[config.mk]
export PLATFORM = sky130hd
export DESIGN_NAME = asa_align
export DESIGN_NICKNAME = d
export VERILOG_FILES = /design/src/hdl/asa_pkg.sv /design/src/hdl/asa_align.sv
export SDC_FILE = /design/constraint.sdc
export NUM_CORES = 1
export LEC_CHECK = 0
export BUFFER_PORTS_ARGS = -buffer_cell sky130_fd_sc_hd__buf_2
export CELL_PAD_IN_SITES_DETAIL_PLACEMENT = 2
export CELL_PAD_IN_SITES_GLOBAL_PLACEMENT = 2
export CORE_MARGIN = 10
export CORE_UTILIZATION = 33
export CTS_BUF_LIST = sky130_fd_sc_hd__clkbuf_4 sky130_fd_sc_hd__clkbuf_8
export CTS_CLUSTER_DIAMETER = 100
export DETAILED_ROUTE_END_ITERATION = 16
export GPL_TIMING_DRIVEN = 1
export PLACE_DENSITY_LB_ADDON = 0.1
export SLEW_MARGIN = 20
export SYNTH_ARGS = -nofsm -noshare
export SYNTH_HDL_FRONTEND = slang
export SYNTH_SLANG_ARGS = --single-unit
export TNS_END_PERCENT = 1
[constraint.sdc]
create_clock -name aclk -period 8.7 [get_ports aclk]
set_clock_uncertainty 0.1 [all_clocks]
set_input_delay 0.435 -clock aclk [delete_from_list [all_inputs] [get_ports aclk]]
set_output_delay 0.435 -clock aclk [all_outputs]
set_load 0.03 [all_outputs]
[src/hdl/asa_pkg.sv]
// shared codes, types and defaults for the aligned stack allocator
package asa_pkg;

    localparam int ADDR_WIDTH_DEF  = 32;
    localparam int CURVE_DEPTH_DEF = 256;

    localparam int FIELD_W     = 32;
    localparam int IN_TDATA_W  = 128;
    localparam int OUT_TDATA_W = 168;

    // command codes
    localparam logic [1:0] CMD_ALLOC   = 2'd0;
    localparam logic [1:0] CMD_FREE    = 2'd1;
    localparam logic [1:0] CMD_RESTART = 2'd2;

    // error codes
    localparam logic [2:0] ERR_NONE          = 3'd0;
    localparam logic [2:0] ERR_LOCKED        = 3'd1;
    localparam logic [2:0] ERR_BAD_ALIGN     = 3'd2;
    localparam logic [2:0] ERR_OVERFLOW      = 3'd3;
    localparam logic [2:0] ERR_NO_ROOM       = 3'd4;
    localparam logic [2:0] ERR_BASE_MISALIGN = 3'd5;
    localparam logic [2:0] ERR_FREE_MISMATCH = 3'd6;

    // curve warning codes
    localparam logic [1:0] WARN_NONE     = 2'd0;
    localparam logic [1:0] WARN_CAPACITY = 2'd1;
    localparam logic [1:0] WARN_MISMATCH = 2'd2;

    // configuration register indexes
    localparam logic [1:0] CFG_REGION_SIZE   = 2'd0;
    localparam logic [1:0] CFG_REGION_BASE   = 2'd1;
    localparam logic [1:0] CFG_EXECUTE_PHASE = 2'd2;

    typedef enum logic [1:0] {
        ST_IDLE = 2'b01,
        ST_EXEC = 2'b10
    } state_t;

    // flags handed from the front stage to the update stage
    typedef struct packed {
        logic [1:0] cmd;
        logic       bad_align;
        logic       round_ovf;
        logic       free_match;
    } stage_flags_t;

    // one result word, ok in the lowest bit
    typedef struct packed {
        logic [FIELD_W-1:0] peak_alignment;
        logic [FIELD_W-1:0] peak_offset;
        logic [1:0]         curve_warning;
        logic [FIELD_W-1:0] check_offset;
        logic [FIELD_W-1:0] restore_offset;
        logic [FIELD_W-1:0] address;
        logic [2:0]         error_code;
        logic               ok;
    } result_t;

endpackage

[src/hdl/asa_align.sv]
// front stage: alignment check, rounding and free compare, registered
module asa_align #(
    parameter int ADDR_WIDTH = asa_pkg::ADDR_WIDTH_DEF
) (
    input  logic                      aclk,
    input  logic                      load,
    input  logic [1:0]                cmd,
    input  logic [ADDR_WIDTH-1:0]     size,
    input  logic [ADDR_WIDTH-1:0]     align,
    input  logic [ADDR_WIDTH-1:0]     restore,
    input  logic [ADDR_WIDTH-1:0]     check,
    input  logic [ADDR_WIDTH-1:0]     top_offset,
    output asa_pkg::stage_flags_t     flags_q,
    output logic [ADDR_WIDTH-1:0]     size_q,
    output logic [ADDR_WIDTH-1:0]     align_q,
    output logic [ADDR_WIDTH-1:0]     aligned_q,
    output logic [ADDR_WIDTH-1:0]     restore_q
);

    logic [ADDR_WIDTH-1:0] amask;
    logic [ADDR_WIDTH:0]   round_sum;
    asa_pkg::stage_flags_t flags_d;

    always_comb begin
        amask     = align - ADDR_WIDTH'(1);
        round_sum = {1'b0, top_offset} + {1'b0, amask};
        flags_d.cmd        = cmd;
        flags_d.bad_align  = (align == '0) || ((align & amask) != '0);
        flags_d.round_ovf  = round_sum[ADDR_WIDTH];
        flags_d.free_match = (top_offset == check);
    end

    always_ff @(posedge aclk) begin
        if (load) begin
            flags_q   <= flags_d;
            size_q    <= size;
            align_q   <= align;
            aligned_q <= round_sum[ADDR_WIDTH-1:0] & ~amask;
            restore_q <= restore;
        end
    end

endmodule

[Word-level counts from Yosys, hierarchy flattened]
Index checks and enable logic that the tools add are counted.
Cells by class
  add/subtract/negate cells: 2
  equal/unequal tests: 1
  bitwise logic cells: 3
  reductions and logical operators: 3
Operators by type and width (number)
  32-bit bitwise AND: 2
  32-bit by 32-bit adder with 33-bit output: 1
  32-bit equality test: 1
  32-bit logical NOT: 1
  32-bit inverter: 1
  32-bit nonzero test: 1
  32-bit by 1-bit subtractor with 32-bit output (second input constant): 1
  1-bit logical OR: 1
Word-level totals
  bits in registers: 133
  bits of input ports: 164
  logic and storage cells: 17

[Depth between registers and ports, before layout]
  word-level depth: 4
  mapped depth: 17

[Least setup slack after synthesis]
No wires, ideal clock.
  path type: input -> register
  from: in align[11]
  to: reg aligned_q[30], data pin
  arrival time: 3898 ps
  data required time: 8339 ps
  path slack: 4441 ps
  stages: 15
  cell sequence: or4_1 > or4_4 > nor2_4 > inv_1 > or3_1 > ha_1 > inv_1 > ha_1 > nand2_1 > or4_1 > nor2_1 > o311ai_0 > a31oi_1 > o22ai_1 > mux2i_1
Between the ends
  cells in the longest elaborated chain, start to end: 3
  elaborated cells on any way between the ends: 4
  classes of those cells: add/sub (2); bitwise (2)
Ends and longest elaborated chain
  start: declaration: line asa_align.sv:9  | input logic [ADDR_WIDTH-1:0] align,
  32-bit by 1-bit subtractor with 32-bit output (*): line asa_align.sv:25  | amask = align - ADDR_WIDTH'(1);
  32-bit by 32-bit adder with 33-bit output / 32-bit inverter (equally long branches): line asa_align.sv:26, asa_align.sv:38
  32-bit bitwise AND (*): line asa_align.sv:38  | aligned_q <= round_sum[ADDR_WIDTH-1:0] & ~amask;
  end signal: assignment: line asa_align.sv:38
  end: declaration: line asa_align.sv:16  | output logic [ADDR_WIDTH-1:0] aligned_q,
Every way passes the cells marked *; elsewhere a longest branch is shown, timed or not.
A chain may end at the register's enable or synchronous reset.

[Worst setup path in the final report]
  from: in align[5]
  to: reg aligned_q[30], data pin
The elaborated chain is that of the path after synthesis.

==> results.cfg <==
[worst_setup_path]
endpoint_kind = flop
critPathKind = primary input to flop
crit_start = align[5]
cp-endpoint = aligned_q[30]
start_kind = primary input
required_ns = 8.81
critPathArrivalTime_ns = 4.51
critPathMaxFanout = 7

[global_route]
grt_pass1_wl_um = 44100
grt_max_degree = 78
gr-total-overflow = 0
grt.total_usage = 0.207
grt_pass1_vias = 6650
antenna_found_initial = 4

[detailed_routing]
vias_per_cell = 5.09
drt_iter0_markers = 289
dr.pass1.iters = 4
wl_um = 29900
drc = 0
postRouteAntennaNets = 0
wire_per_inst_um = 25.4
vias = 5998

[synthesis]
yosysTopAreaCell = edfxtp_1
syn_area_mm2 = 0.00715
ys_top_cells_by_count = 133 x edfxtp_1, 66 x ha_1, 39 x inv_1
synth_top_family_by_area = simple AND/OR/NAND/NOR gates
synthTopCellsByArea = edfxtp_1 56%, ha_1 12%, xor2_1 4.5%, a21o_1 2.1%, inv_1 2.0%
syn_inst = 577
synth_fa_ha_area_frac = 0.118
yosysWarnings = 0
async_reset_ff_frac = 0
yosysMostFrequentCell = edfxtp_1
synthSimpleGateAreaFrac = 0.132
syn_area_per_cell_um2 = 12.4
synth-seq-cells = 133
ys_seq_area_frac = 0.559
synth_xor_area_frac = 0.0588
synth_compound_area_frac = 0.0996
synthDistinctLibCells = 55
synth-edff-count = 133
synth_ff_type = edfxtp_1
yosys.area.top_type_share = 0.559
syn_nets = 808
synth_mux_area_frac = 0.0112

[power_and_ir_drop]
power.internal_uw = 1210
pwr-share-clk = 0.321
combPwrFrac = 0.246
seqPwrFrac = 0.433
powerDensity_mw_per_mm2 = 194
p_switching_uw = 611
swShare = 0.335
leakage_uw = 0.00417
ir_worst_vdd_mv = 0.0729

[placement]
pre_cts_slack_ns = 3.81
io_buffers = 296
gp_congestion = 0.883
dp.final_hpwl_um = 25300

[run]
drv_cap = 0

[clock_network]
cts_root_buf = clkbuf_8
path_clk_slew_ns = 0.09
cts.htree.levels = 4
cts_sinks = 133
ctsHoldBuffers = 0
cts_buffer_depth = 2
postCtsSetupRepairBufs = 0
cts_tree = built
cts-resized-gates = 0
cts_buffers = 17

[die]
core_area_mm2 = 0.0212
die_y_um = 167
die-area_mm2 = 0.0279
io_pins = 297
num_rows = 53
die_w_um = 167
start_util = 0.338

[timing]
rsz0062_at_grt = false
maxSlewHeadroom = 0.355
fin_ws_ns = 4.30
tightestPinTransition_ns = 0.968
hold_viol = 0
drv_slew = 0
period_share = 0.506
setup_tns_ns = 0
fin_crit_ns = 4.40
max_freq_mhz = 227
setup_viol = 0

[finish]
multi_input_area_mm2 = 0.00300
regArea_mm2 = 0.00399
drive_gt1_frac = 0.384
syn_to_final_growth_pct = 31.7
final_nets = 1122
fillers = 2265
antenna_cells = 0

[hold_path]
hp-start = cmd[1]
hp-class = primary input to flop

[status]
status = finished, final reports clean
[power groups by stage]
stage               clock, uW  sequential (uW)  combinational (uW)
floorplan                   0              919                 147
global placement            0              799                 442
detailed placement          0              805                 453
CTS                       600              791                 456
global route              625              794                 486
finish                    586              789                 449
[metal layers]
layer	GRT usage	wire, um	vias up
met4	0.0458	331	8
met3	0.0569	1850	25
met2	0.364	15300	211
met1	0.247	12400	2959
met5	0	63	-
li1	-	-	2795
[worst min path at each step]
stage	end	slack, ns	cells after the start
global placement	restore_q[13]	0.51	1
finish	flags_q[4]	0.06	1
global route	size_q[23]	0.02	1
detailed placement	restore_q[21]	0.51	1
floorplan	align_q[0]	0.43	0
CTS	flags_q[4]	0.03	1
[cells in the final DEF (no fill, tap or decap), types with 8 or more instances in the layout]
master	synthesis	routed
nand4_1	8	8
buf_2	0	295
a21o_1	20	20
inv_1	39	39
xnor2_1	11	11
ha_1	66	66
o21ai_0	18	18
nand2b_1	15	15
xor2_1	37	37
clkbuf_8	0	17
nand2_1	37	37
a21oi_1	24	24
mux2i_1	8	8
or3_1	15	15
nor2_1	35	35
nor3_1	19	19
nand3_1	8	8
nor4_1	17	17
edfxtp_1	133	133
[cell families after synthesis]
kind of cell	Yosys count
simple gates	180
buf+inv	41
compound gates	100
xor+xnor	48
flops	133
mux	8
fa+ha+maj	67
[cell type report]
cell class,count,share of cell area
clock inverter,14,0.0202
timing repair buffer,297,0.159
tap,275,0.0366
sequential,133,0.424
multi-input combinational,403,0.319
inverter,39,0.0156
clock buffer,18,0.0257
[critical path, stage by stage]
cell and delay [ns]:
buf_2 0.12, nor4_1 0.45, nand2_1 0.17, or4_1 0.54, nor2_4 0.18, inv_1 0.07, or3_1 0.31, ha_1 0.33
inv_1 0.06, ha_1 0.38, nand2_1 0.13, or4_1 0.59, nor2_1 0.15, o311ai_0 0.16, a31oi_1 0.19, o22ai_1 0.11
mux2i_1 0.13
[per-stage QoR]
step / cells / instance area [um2] / total power [uW] / hold slack, ns / utilization
4_1_cts: 1179 / 9410 / 1850 / 0.0287 / 0.445
2_1_floorplan: 577 / 7150 / 1070 / 0.434 / -
6_report: 1179 / 9410 / 1820 / 0.0551 / 0.445
3_3_place_gp: 1147 / 8980 / 1240 / 0.512 / 0.424
3_5_place_dp: 1147 / 8980 / 1260 / 0.514 / 0.424
5_1_grt: 1179 / 9410 / 1910 / 0.0227 / 0.445
[state kept, by name (all words and copies together), names as in the netlist]
| name | flops |
|---|---|
| flags_q | 5 |
| align_q | 32 |
| restore_q | 32 |
| size_q | 32 |
| aligned_q | 32 |
No activity file was read; power rests on OpenSTA's default activity.
